$ cat config.mk
export PLATFORM = sky130hd
export DESIGN_NAME = connection_slot_admission_preempt
export DESIGN_NICKNAME = d
export VERILOG_FILES = /design/src/csap_pkg.sv /design/src/connection_slot_admission_preempt.sv /design/src/csap_ctrl.sv /design/src/csap_dp.sv
export SDC_FILE = /design/constraint.sdc
export NUM_CORES = 1
export LEC_CHECK = 0
export ABC_AREA = 0
export BUFFER_PORTS_ARGS = -buffer_cell sky130_fd_sc_hd__buf_2
export CORE_MARGIN = 2
export CORE_UTILIZATION = 42
export DETAILED_ROUTE_END_ITERATION = 10
export GPL_ROUTABILITY_DRIVEN = 0
export SLEW_MARGIN = 25
export SYNTH_ARGS = -nofsm -noshare
export SYNTH_HDL_FRONTEND = slang
export SYNTH_SLANG_ARGS = --single-unit
$ cat constraint.sdc
create_clock -name clk_i -period 8.7 [get_ports clk_i]
set_clock_uncertainty 0.1 [all_clocks]
set_input_delay 0.435 -clock clk_i [delete_from_list [all_inputs] [get_ports clk_i]]
set_output_delay 0.435 -clock clk_i [all_outputs]
set_load 0.005 [all_outputs]
$ cat src/csap_pkg.sv
package csap_pkg;

  localparam int RUN_SLOTS  = 16;
  localparam int WAIT_DEPTH = 16;
  localparam int ID_BITS    = 8;

  localparam int RUN_IW  = $clog2(RUN_SLOTS);
  localparam int WAIT_IW = $clog2(WAIT_DEPTH);
  localparam int RCNT_W  = $clog2(RUN_SLOTS + 1);
  localparam int WCNT_W  = $clog2(WAIT_DEPTH + 1);
  localparam int MAXD    = (RUN_SLOTS > WAIT_DEPTH) ? RUN_SLOTS : WAIT_DEPTH;
  localparam int SCAN_W  = $clog2(MAXD + 1);
  localparam int POS_W   = $clog2(MAXD);

  // input kinds
  localparam logic [3:0] K_ACCEPT  = 4'd0;
  localparam logic [3:0] K_CONNECT = 4'd1;
  localparam logic [3:0] K_ADD     = 4'd2;
  localparam logic [3:0] K_SWITCH  = 4'd3;
  localparam logic [3:0] K_FREED   = 4'd4;
  localparam logic [3:0] K_CANCEL  = 4'd5;
  localparam logic [3:0] K_STATUS  = 4'd6;
  localparam logic [3:0] K_TICK    = 4'd7;
  localparam logic [3:0] K_LIMITS  = 4'd8;

  // result actions
  localparam logic [3:0] A_ACK       = 4'd0;
  localparam logic [3:0] A_ACC_GRANT = 4'd1;
  localparam logic [3:0] A_ACC_REF   = 4'd2;
  localparam logic [3:0] A_GRANT     = 4'd3;
  localparam logic [3:0] A_QUEUED    = 4'd4;
  localparam logic [3:0] A_PREEMPT   = 4'd5;
  localparam logic [3:0] A_NO_VICTIM = 4'd6;
  localparam logic [3:0] A_RELEASED  = 4'd7;
  localparam logic [3:0] A_DISARMED  = 4'd8;
  localparam logic [3:0] A_QFULL     = 4'd9;

  // config register indexes
  localparam logic REG_SOFT = 1'b0;
  localparam logic REG_HARD = 1'b1;

  typedef struct packed {
    logic               queued;
    logic               empty;
    logic               close;
    logic [ID_BITS-1:0] id;
  } run_entry_t;

  typedef struct packed {
    logic latch;
    logic step;
    logic exec;
  } dp_cmd_t;

  typedef struct packed {
    logic scan_done;
    logic out_last;
  } dp_sts_t;

endpackage

$ cat src/connection_slot_admission_preempt.sv
// channel   | dir | handshake                 | contents
// s_axis    | in  | tvalid/tready             | one request transaction
// m_axis    | out | tvalid/tready, tlast      | one result transaction
// apb       | in  | psel/penable, pready = 1  | soft_limit @0x0, hard_limit @0x4
//
// an item is latched, scans one list entry per step, executes and returns
// its result (switch, status, tick, freed with was_running scan the running
// list, cancel scans the wait queue); limit changes execute again per grant.
// reset clears counts, timer and control; list contents need no clearing.
// a stalled result holds the block; no new transaction is taken until the
// last result of the current one has been taken.
module connection_slot_admission_preempt import csap_pkg::*; (
  input  logic        clk_i,
  input  logic        rst_ni,
  input  logic        s_axis_tvalid,
  output logic        s_axis_tready,
  // conn_id[7:0], other_id[15:8], was_running[16], can_close[17],
  // empty_buffers[18], has_queued[19], zero[23:20]
  input  logic [23:0] s_axis_tdata,
  // kind[3:0]
  input  logic [3:0]  s_axis_tuser,
  output logic        m_axis_tvalid,
  input  logic        m_axis_tready,
  // target_id[7:0], slots_used[12:8], waiting_count[17:13], timer_armed[18], zero[23:19]
  output logic [23:0] m_axis_tdata,
  // action[3:0]
  output logic [3:0]  m_axis_tuser,
  output logic        m_axis_tlast,
  input  logic        psel,
  input  logic        penable,
  input  logic        pwrite,
  input  logic [2:0]  paddr,
  input  logic [31:0] pwdata,
  output logic [31:0] prdata,
  output logic        pready
);

  logic [4:0]         soft_q, hard_q;
  dp_cmd_t            cmd;
  dp_sts_t            sts;
  logic [ID_BITS-1:0] target;
  logic [4:0]         used, waiting;
  logic               timer;

  assign pready = 1'b1;
  assign prdata = (paddr[2] == REG_HARD) ? {27'd0, hard_q} : {27'd0, soft_q};

  always_ff @(posedge clk_i or negedge rst_ni) begin
    if (!rst_ni) begin
      soft_q <= 5'd8;
      hard_q <= 5'd16;
    end else if (psel && penable && pwrite) begin
      if (paddr[2] == REG_SOFT) soft_q <= pwdata[4:0];
      else hard_q <= pwdata[4:0];
    end
  end

  csap_ctrl u_ctrl (
    .clk_i       (clk_i),
    .rst_ni      (rst_ni),
    .in_valid_i  (s_axis_tvalid),
    .in_ready_o  (s_axis_tready),
    .out_valid_o (m_axis_tvalid),
    .out_ready_i (m_axis_tready),
    .cmd_o       (cmd),
    .sts_i       (sts)
  );

  csap_dp u_dp (
    .clk_i         (clk_i),
    .rst_ni        (rst_ni),
    .cmd_i         (cmd),
    .sts_o         (sts),
    .soft_i        (soft_q),
    .hard_i        (hard_q),
    .kind_i        (s_axis_tuser),
    .id_i          (s_axis_tdata[ID_BITS-1:0]),
    .oid_i         (s_axis_tdata[8 +: ID_BITS]),
    .was_running_i (s_axis_tdata[16]),
    .flags_i       ({s_axis_tdata[19], s_axis_tdata[18], s_axis_tdata[17]}),
    .action_o      (m_axis_tuser),
    .target_o      (target),
    .used_o        (used),
    .waiting_o     (waiting),
    .timer_o       (timer),
    .last_o        (m_axis_tlast)
  );

  assign m_axis_tdata = {5'd0, timer, waiting, used, 8'(target)};

endmodule

$ cat src/csap_ctrl.sv
module csap_ctrl import csap_pkg::*; (
  input  logic    clk_i,
  input  logic    rst_ni,
  input  logic    in_valid_i,
  output logic    in_ready_o,
  output logic    out_valid_o,
  input  logic    out_ready_i,
  output dp_cmd_t cmd_o,
  input  dp_sts_t sts_i
);

  localparam logic [1:0] S_IDLE = 2'd0;
  localparam logic [1:0] S_SCAN = 2'd1;
  localparam logic [1:0] S_EXEC = 2'd2;
  localparam logic [1:0] S_OUT  = 2'd3;

  logic [1:0] state_q, state_d;

  assign in_ready_o  = (state_q == S_IDLE);
  assign out_valid_o = (state_q == S_OUT);

  always_comb begin
    state_d = state_q;
    cmd_o   = '0;
    unique case (state_q)
      S_IDLE: begin
        if (in_valid_i) begin
          cmd_o.latch = 1'b1;
          state_d     = S_SCAN;
        end
      end
      S_SCAN: begin
        if (sts_i.scan_done) state_d = S_EXEC;
        else cmd_o.step = 1'b1;
      end
      S_EXEC: begin
        cmd_o.exec = 1'b1;
        state_d    = S_OUT;
      end
      S_OUT: begin
        // limit changes come back for the next grant
        if (out_ready_i) state_d = sts_i.out_last ? S_IDLE : S_EXEC;
      end
      default: state_d = S_IDLE;
    endcase
  end

  always_ff @(posedge clk_i or negedge rst_ni) begin
    if (!rst_ni) state_q <= S_IDLE;
    else state_q <= state_d;
  end

`ifndef ASSERT_OFF
  a_no_overlap: assert property (@(posedge clk_i) disable iff (!rst_ni)
    !(in_ready_o && out_valid_o)) else $error("input and output open together");
  a_more_results: assert property (@(posedge clk_i) disable iff (!rst_ni)
    (out_valid_o && out_ready_i && !sts_i.out_last) |=> (state_q == S_EXEC))
    else $error("missing follow-up result");
  a_start_scan: assert property (@(posedge clk_i) disable iff (!rst_ni)
    (in_ready_o && in_valid_i) |=> (state_q == S_SCAN))
    else $error("accepted transaction not scanned");
`endif

endmodule

$ cat src/csap_dp.sv
module csap_dp import csap_pkg::*; (
  input  logic               clk_i,
  input  logic               rst_ni,
  input  dp_cmd_t            cmd_i,
  output dp_sts_t            sts_o,
  input  logic [4:0]         soft_i,
  input  logic [4:0]         hard_i,
  input  logic [3:0]         kind_i,
  input  logic [ID_BITS-1:0] id_i,
  input  logic [ID_BITS-1:0] oid_i,
  input  logic               was_running_i,
  input  logic [2:0]         flags_i,
  output logic [3:0]         action_o,
  output logic [ID_BITS-1:0] target_o,
  output logic [4:0]         used_o,
  output logic [4:0]         waiting_o,
  output logic               timer_o,
  output logic               last_o
);

  logic [3:0]         kind_q;
  logic [ID_BITS-1:0] id_q, oid_q;
  logic               wr_q;
  logic [2:0]         flags_q;

  logic [4:0]         used_q, used_d;
  logic [RCNT_W-1:0]  rcnt_q, rcnt_d;
  logic [WCNT_W-1:0]  wcnt_q, wcnt_d;
  logic               timer_q, timer_d;
  run_entry_t         run_q [RUN_SLOTS];
  run_entry_t         run_d [RUN_SLOTS];
  logic [ID_BITS-1:0] wfifo_q [WAIT_DEPTH];
  logic [ID_BITS-1:0] wfifo_d [WAIT_DEPTH];

  // scan state
  logic [SCAN_W-1:0]  idx_q;
  logic [POS_W-1:0]   pos_q;
  logic               found_q;
  logic               f1_q, f2_q, f3_q;
  logic [ID_BITS-1:0] v1_q, v2_q, v3_q;

  logic [3:0]         act_d;
  logic [ID_BITS-1:0] tgt_d;
  logic               last_d;

  logic               run_scan, wait_scan;
  logic [SCAN_W-1:0]  scan_lim;
  run_entry_t         cur_run;
  logic [ID_BITS-1:0] cur_wait;
  logic [4:0]         used_inc;
  logic               pressure;

  assign run_scan  = (kind_q == K_SWITCH) || (kind_q == K_STATUS) || (kind_q == K_TICK) ||
                     ((kind_q == K_FREED) && wr_q);
  assign wait_scan = (kind_q == K_CANCEL);
  assign scan_lim  = run_scan ? SCAN_W'(rcnt_q) : (wait_scan ? SCAN_W'(wcnt_q) : '0);
  assign cur_run   = run_q[idx_q[RUN_IW-1:0]];
  assign cur_wait  = wfifo_q[idx_q[WAIT_IW-1:0]];
  assign sts_o.scan_done = (idx_q >= scan_lim);
  assign sts_o.out_last  = last_o;
  assign used_inc  = used_q + 5'd1;
  assign pressure  = (used_q > soft_i) || ((used_q == soft_i) && (wcnt_q != '0));

  always_ff @(posedge clk_i) begin
    if (cmd_i.latch) begin
      kind_q  <= kind_i;
      id_q    <= id_i;
      oid_q   <= oid_i;
      wr_q    <= was_running_i;
      flags_q <= flags_i;
    end
  end

  always_ff @(posedge clk_i) begin
    if (cmd_i.latch) begin
      idx_q   <= '0;
      found_q <= 1'b0;
      f1_q    <= 1'b0;
      f2_q    <= 1'b0;
      f3_q    <= 1'b0;
    end else if (cmd_i.step) begin
      idx_q <= idx_q + 1'b1;
      if (run_scan) begin
        if (!found_q && (cur_run.id == id_q)) begin
          found_q <= 1'b1;
          pos_q   <= POS_W'(idx_q);
        end
        if (cur_run.close && cur_run.empty && !cur_run.queued && !f1_q) begin
          f1_q <= 1'b1;
          v1_q <= cur_run.id;
        end
        if (cur_run.close && cur_run.empty && cur_run.queued && !f2_q) begin
          f2_q <= 1'b1;
          v2_q <= cur_run.id;
        end
        if (cur_run.close && !cur_run.empty && !f3_q) begin
          f3_q <= 1'b1;
          v3_q <= cur_run.id;
        end
      end else if (!found_q && (cur_wait == id_q)) begin
        found_q <= 1'b1;
        pos_q   <= POS_W'(idx_q);
      end
    end
  end

  always_comb begin
    used_d  = used_q;
    rcnt_d  = rcnt_q;
    wcnt_d  = wcnt_q;
    timer_d = timer_q;
    run_d   = run_q;
    wfifo_d = wfifo_q;
    act_d   = A_ACK;
    tgt_d   = '0;
    last_d  = 1'b1;
    case (kind_q)
      K_ACCEPT: begin
        tgt_d = id_q;
        if (used_q < hard_i) begin
          used_d = used_inc;
          if (used_inc > soft_i) timer_d = 1'b1;
          act_d = A_ACC_GRANT;
        end else begin
          act_d = A_ACC_REF;
        end
      end
      K_CONNECT: begin
        tgt_d = id_q;
        if (used_q < soft_i) begin
          used_d = used_inc;
          act_d  = A_GRANT;
        end else if (wcnt_q >= WCNT_W'(WAIT_DEPTH)) begin
          act_d = A_QFULL;
        end else begin
          wfifo_d[wcnt_q[WAIT_IW-1:0]] = id_q;
          wcnt_d  = wcnt_q + 1'b1;
          timer_d = 1'b1;
          act_d   = A_QUEUED;
        end
      end
      K_ADD: begin
        if (rcnt_q < RCNT_W'(RUN_SLOTS)) begin
          run_d[rcnt_q[RUN_IW-1:0]] = {flags_q, id_q};
          rcnt_d = rcnt_q + 1'b1;
        end
      end
      K_SWITCH: begin
        if (found_q) run_d[pos_q[RUN_IW-1:0]] = {flags_q, oid_q};
      end
      K_STATUS: begin
        if (found_q) run_d[pos_q[RUN_IW-1:0]] = {flags_q, run_q[pos_q[RUN_IW-1:0]].id};
      end
      K_FREED: begin
        if (wr_q && found_q) begin
          for (int i = 0; i < RUN_SLOTS - 1; i++) begin
            if (POS_W'(i) >= pos_q) run_d[i] = run_q[i + 1];
          end
          rcnt_d = rcnt_q - 1'b1;
        end
        if ((used_q <= soft_i) && (wcnt_q != '0)) begin
          for (int i = 0; i < WAIT_DEPTH - 1; i++) wfifo_d[i] = wfifo_q[i + 1];
          wcnt_d = wcnt_q - 1'b1;
          act_d  = A_GRANT;
          tgt_d  = wfifo_q[0];
        end else begin
          if (used_q != '0) used_d = used_q - 5'd1;
          act_d = A_RELEASED;
          tgt_d = id_q;
        end
      end
      K_CANCEL: begin
        if (found_q) begin
          for (int i = 0; i < WAIT_DEPTH - 1; i++) begin
            if (POS_W'(i) >= pos_q) wfifo_d[i] = wfifo_q[i + 1];
          end
          wcnt_d = wcnt_q - 1'b1;
        end
      end
      K_TICK: begin
        if (!timer_q) begin
          act_d = A_ACK;
        end else if (pressure) begin
          priority if (f1_q) begin
            act_d = A_PREEMPT;
            tgt_d = v1_q;
          end else if (f2_q) begin
            act_d = A_PREEMPT;
            tgt_d = v2_q;
          end else if (f3_q) begin
            act_d = A_PREEMPT;
            tgt_d = v3_q;
          end else begin
            act_d = A_NO_VICTIM;
          end
        end else begin
          timer_d = 1'b0;
          act_d   = A_DISARMED;
        end
      end
      K_LIMITS: begin
        // one grant per pass until the soft limit is reached
        if (used_q > soft_i) timer_d = 1'b1;
        if ((used_q < soft_i) && (wcnt_q != '0)) begin
          for (int i = 0; i < WAIT_DEPTH - 1; i++) wfifo_d[i] = wfifo_q[i + 1];
          wcnt_d = wcnt_q - 1'b1;
          used_d = used_inc;
          act_d  = A_GRANT;
          tgt_d  = wfifo_q[0];
          last_d = 1'b0;
        end else if (used_q < soft_i) begin
          timer_d = 1'b0;
          act_d   = A_DISARMED;
        end
      end
      default: act_d = A_ACK;
    endcase
  end

  always_ff @(posedge clk_i or negedge rst_ni) begin
    if (!rst_ni) begin
      used_q  <= '0;
      rcnt_q  <= '0;
      wcnt_q  <= '0;
      timer_q <= 1'b0;
    end else if (cmd_i.exec) begin
      used_q  <= used_d;
      rcnt_q  <= rcnt_d;
      wcnt_q  <= wcnt_d;
      timer_q <= timer_d;
    end
  end

  always_ff @(posedge clk_i) begin
    if (cmd_i.exec) begin
      run_q     <= run_d;
      wfifo_q   <= wfifo_d;
      action_o  <= act_d;
      target_o  <= tgt_d;
      used_o    <= used_d;
      waiting_o <= 5'(wcnt_d);
      timer_o   <= timer_d;
      last_o    <= last_d;
    end
  end

`ifndef ASSERT_OFF
  a_wait_bound: assert property (@(posedge clk_i) disable iff (!rst_ni)
    wcnt_q <= WCNT_W'(WAIT_DEPTH)) else $error("wait count overflow");
  a_run_bound: assert property (@(posedge clk_i) disable iff (!rst_ni)
    rcnt_q <= RCNT_W'(RUN_SLOTS)) else $error("running count overflow");
`endif

endmodule

==> results.cfg, run 1 <==
[clock_tree]
clockBufferDepth = 3
clock-root-buffer = clkbuf_16
cts-resized-gates = 0
clk_pin_slew_worst_paths_ns = 0.06
htreeDepth = 2
cts.sinks = 417
clk_latency_ns = 0.60
cts_buffers = 47
cts_tree = done

[timing]
finalHoldViolations = 0
relSlewSlack = 0.238
rsz0062_at_grt = false
timing.setup.tns_ns = 0
clock.fmax_mhz = 226
finalWorstSetupSlack_ns = 4.27
drv_slew = 0
min_period_ns = 4.43
setup_viol = 0
fin_crit_sh = 0.509
worstMarginPinSlew_ns = 1.14

[floorplanning]
num_rows = 87
die_h_um = 242
die_area_um2 = 58300
ioPinCount = 134
core_area_um2 = 56100
die_w_um = 242
start_util = 0.423

[setup_path]
start_kind = register
rrSetupSlack_ns = 4.27
worstSetupPathType = register to register
end_kind = register
arrival_ns = 4.55
path_max_fanout = 17
critPathRequiredTime_ns = 8.83

[synth]
netlist_area_um2 = 23700
syn-instance-count = 2072
ys_warn_count = 0
synth_top_area_share = 0.482
synth_area_leader_cell = edfxtp_1
syn_avg_cell_area_um2 = 11.4
yosys-top-cells-area = edfxtp_1, mux4_2, a222oi_1
synthDistinctLibCells = 73
synth_edf_count = 380
ys_seq_elements = 417
synth_ff_type = edfxtp_1
ys_seq_area_frac = 0.519
synthArstFlopShare = 0.0671

[outcome]
status = complete, but fails checks
violations = DRC

[global_routing]
track_usage = 0.254
gr-usage-met1 = 0.355
antenna_found_initial = 0
grtUsageMet3 = 0.0567
grt_use_met2 = 0.389
grt_pass1_vias = 18000
grt_max_degree = 111
grt_overflow = 0
top_usage_layer = met2
grt_pass1_wl_um = 114000

[layout]
area_growth_pct = 11.4
mostFrequentLayoutCells = nand2_1, edfxtp_1, a222oi_1
n_antenna_cell = 0
num-nets-final = 2187
final_util = 0.471
final_common_cell = nand2_1
layout-drive-gt1-share = 0.152

[drt]
ant_nets = 0
vias = 19000
drtIter0Drc = 3608
wl_um = 76500
drt_drc_violations_left = 2
viasPerCell = 6.60
dr.pass1.iters = 11
wl_per_cell_um = 26.6

[worst_hold_path]
hold_path.class = input pin to register

[placed_design]
place_ws_ns = 4.33
hpwlAfterDp_um = 51500
portBuffers = 67

[power]
power_leakage_nw = 9.82
pwr_density_cell_nw_per_um2 = 261
ir_drop_v = 0.000135

[run]
drv_cap = 0
synthesized netlist by cell type, types with 3 or more instances:
cell,number
a211oi_1,12
a21o_1,16
a21oi_1,57
a221oi_1,19
a221oi_2,6
a222oi_1,150
a22o_1,126
a22oi_1,42
a31oi_1,5
a32oi_1,4
a41oi_1,3
and2_1,5
and3_1,24
buf_1,20
buf_2,17
buf_4,46
clkbuf_1,132
dfrtp_1,26
dfxtp_1,9
edfxtp_1,380
ha_1,29
inv_1,55
mux2_2,19
mux2i_1,43
mux4_2,72
nand2_1,384
nand2b_1,14
nand3_1,20
nand4_1,6
nor2_1,95
nor2b_1,23
nor3_1,24
nor3b_1,4
nor4_1,7
o211ai_1,9
o21a_1,12
o21ai_0,44
o21ai_1,20
o221ai_1,5
o22ai_1,14
or2_2,5
or3_1,3
xnor2_1,12
xor2_1,14
cell families after synthesis:
kind of cell / after synthesis / share of synthesized area
AOI/OAI and AO/OA: 562 / 0.192
xor gates and xnor gates: 26 / 0.00961
adders and majority gates: 30 / 0.0162
buffers and inverters: 274 / 0.0522
DFF: 417 / 0.519
muxes: 135 / 0.0966
other: 2 / 0.000317
and+or+nand+nor: 626 / 0.114
cell type report:
| class | count | area (um2) |
|---|---|---|
| well taps | 756 | 946 |
| flip-flops and latches | 417 | 12300 |
| repair buffers | 152 | 1060 |
| clock inverters | 24 | 219 |
| clock buffers | 60 | 1230 |
| inverters | 57 | 216 |
| fillers | 5037 | 29700 |
| multi-input cells | 1412 | 10400 |
worst max-delay path, cell delays in order (launching register included):
cell and delay (ns):
edfxtp_1 0.64, nor2b_1 0.35, and3_1 0.68, a22oi_1 0.16
ha_1 0.34, a21o_1 0.16, a21o_1 0.17, a21oi_1 0.24
o21a_1 0.36, nand4_1 0.20, nor2_1 0.64
where the power goes:
part,internal (mW),switching (mW)
clock,1.10,0.836
combinational,0.865,1.35
sequential,2.48,0.270
total,4.44,2.46
worst paths after layout:
check,cells past startpoint,from,to
min in group asynchronous,2,rst_ni,u_dp.wcnt_q[0]
min reg2reg,2,u_dp.idx_q[4],u_dp.idx_q[4]
max,10,u_dp.kind_q[2],u_dp.v2_q[7]
max reg2reg,10,u_dp.kind_q[2],u_dp.v2_q[7]
max in group asynchronous,2,rst_ni,u_dp.used_q[0]
min,4,s_axis_tvalid,u_ctrl.state_q[0]
sequential cells by signal (all words and copies together), names as in the netlist, 5 cells and up:
| name | count |
|---|---|
| u_dp.v1_q | 8 |
| u_dp.idx_q | 5 |
| u_dp.v3_q | 8 |
| soft_q | 5 |
| u_dp.run_q | 176 |
| u_dp.rcnt_q | 5 |
| u_dp.used_q | 5 |
| u_dp.id_q | 8 |
| u_dp.wfifo_q | 128 |
| u_dp.wcnt_q | 5 |
| u_dp.used_o | 5 |
| u_dp.oid_q | 8 |
| u_dp.waiting_o | 5 |
| u_dp.v2_q | 8 |
| hard_q | 5 |
| u_dp.target_o | 8 |
repair_timing:
action,4_1_cts,5_1_grt
setup buffers,0,0
setup endpoints to repair,0,0
hold buffers,31,0
endpoints found under the hold margin,61,0
routing by layer:
layer	wire, um	vias to the layer above
met5	0	-
met4	2500	0
met3	9170	137
met2	34300	1255
met1	30600	9449
li1	-	8148
stage by stage:
stage	area (um2)	cells	hold WS [ns]	total power [mW]
after detailed placement	24600	2758	0.376	4.96
final	26400	2878	0.112	6.90
after CTS	26300	2873	0.0857	6.90
after floorplan	23800	2103	0.0394	4.28
after global routing	26400	2878	0.132	7.21
after global placement	24500	2757	0.369	4.91
No activity file was read; power rests on OpenSTA's default activity.
==> run 2: changes to the inputs <==
Clock period 8.7 ns to 3.8 ns, I/O delays scaled along.
==> run 2 against run 1 <==
First-iteration DRC count decreased by 0.91%; worst setup slack lost 4.0 ns; largest power group unchanged; wire length is 1.4% higher; the flow still finishes with violations (DRC); non-clock buffer count grew 52; design area grew 1.9%; via count increased by 0.92%; utilization is 0.91 points higher; critical path type unchanged; final cell count grew 1.9%; register-to-register slack worse by 4.0 ns; largest cell class unchanged.
==> results.cfg, run 2 (synthesis results as in run 1) <==
[power]
ir_drop_v = 0.000298
pwr_density_cell_nw_per_um2 = 609
power_mw = 16.4
power_leakage_nw = 10.2

[setup_path]
critPathRequiredTime_ns = 3.96
worstSetupPathType = register to register
arrival_ns = 3.64
start_kind = register
end_kind = register
path_max_fanout = 28

[global_routing]
grt_max_degree = 179
antenna_found_initial = 0
grt_pass1_wl_um = 116000
track_usage = 0.258
grt_overflow = 0
grt_pass1_vias = 18300

[layout]
layout-drive-gt1-share = 0.173
top_register = u_dp.run_q
area_growth_pct = 13.5
reg_top3 = u_dp.run_q x176, u_dp.wfifo_q x128
n_antenna_cell = 0
final_util = 0.480
n_fill_cell = 4981
multiInputGateArea_um2 = 10400
num-nets-final = 2240
largest_reg_flops = 176
final_common_cell = nand2_1
mostFrequentLayoutCells = nand2_1, edfxtp_1, a222oi_1
fin_cells = 2932
seqCellArea_um2 = 12300

[drt]
wl_um = 77600
vias = 19200
ant_nets = 0
dr.pass1.iters = 11
drtIter0Drc = 3575
drt_drc_violations_left = 4
wl_per_cell_um = 26.5
viasPerCell = 6.54

[clock_tree]
clockBufferDepth = 3
htreeDepth = 2
clk_latency_ns = 0.61
cts_tree = done
clk_pin_slew_worst_paths_ns = 0.06
cts.sinks = 417
clock-root-buffer = clkbuf_16
cts_setup_buffers = 0
cts_buffers = 48

[timing]
min_period_ns = 3.48
finalWorstSetupSlack_ns = 0.318
setup_viol = 0
timing.setup.tns_ns = 0
relSlewSlack = 0.271
finalHoldViolations = 0
clock.fmax_mhz = 287
fin_crit_sh = 0.916
rsz0062_at_grt = false
drv_slew = 0
worstMarginPinSlew_ns = 1.09

[floorplanning]
die_area_um2 = 58300
ioPinCount = 134
die_h_um = 242
start_util = 0.423
core_area_um2 = 56100
die_w_um = 242
num_rows = 87

[outcome]
violations = DRC
status = complete, but fails checks

[run]
drv_cap = 0

[worst_hold_path]
hold_path.class = input pin to register

[placed_design]
portBuffers = 67
hpwlAfterDp_um = 54300
place_ws_ns = 0.292
placed_cells = 2814
run 2: worst max-delay path, cell delays in order (launching register included):
cell	delay, ns
dfxtp_4	0.74
buf_4	0.32
mux4_2	0.51
mux2i_1	0.29
mux2_2	0.22
o211ai_1	0.09
nor4_1	0.31
nand2_1	0.16
a211oi_2	0.38
run 2: stage by stage:
stage               hold WS (ns)  instance area, um2
floorplan                 -0.206               23800
global placement           0.157               25000
detailed placement         0.163               25000
CTS                       0.0188               26900
global route              0.0862               26900
finish                    0.0312               26900
run 2: worst paths after layout:
| check | startpoint | to | depth (start not counted) | slack (ns) |
|---|---|---|---|---|
| worst min register to register | u_dp.idx_q[4] | u_dp.idx_q[4] | 2 | 0.39 |
| worst max-delay path | u_dp.idx_q[1] | u_dp.pos_q[2] | 8 | 0.32 |
| min in group asynchronous | rst_ni | soft_q[2] | 2 | 0.07 |
| max in group asynchronous | rst_ni | u_ctrl.state_q[1] | 2 | 3.09 |
| worst max register to register | u_dp.idx_q[1] | u_dp.pos_q[2] | 8 | 0.32 |
| worst min-delay path | pwrite | hard_q[2] | 3 | 0.03 |
run 2: what timing repair did:
action | in CTS | in global routing
hold buffers | 32 | 0
endpoints found under the hold margin | 66 | 0
resized for setup | 0 | 0
run 2: cell type report:
class                           count  share of cell area
Clock buffer                       62              0.0485
Sequential cell                   417               0.457
Multi-Input combinational cell   1412               0.385
Tap cell                          756              0.0352
Timing Repair Buffer              204              0.0565
Clock inverter                     24             0.00967
Inverter                           57             0.00804
run 2: layer usage:
metal  part of all wire  track usage  vias to the layer above
met5                  0            0                        -
met4              0.034       0.0902                        0
met2               0.46        0.407                     1246
li1                   -            -                     8257
met3               0.11       0.0381                      166
met1               0.40        0.366                     9494
run 2: report_power, final:
group | switching [mW] | internal (mW) | total [mW]
Clock | 1.95 | 2.76 | 4.71
Sequential | 0.616 | 5.68 | 6.30
Combinational | 3.20 | 2.19 | 5.38
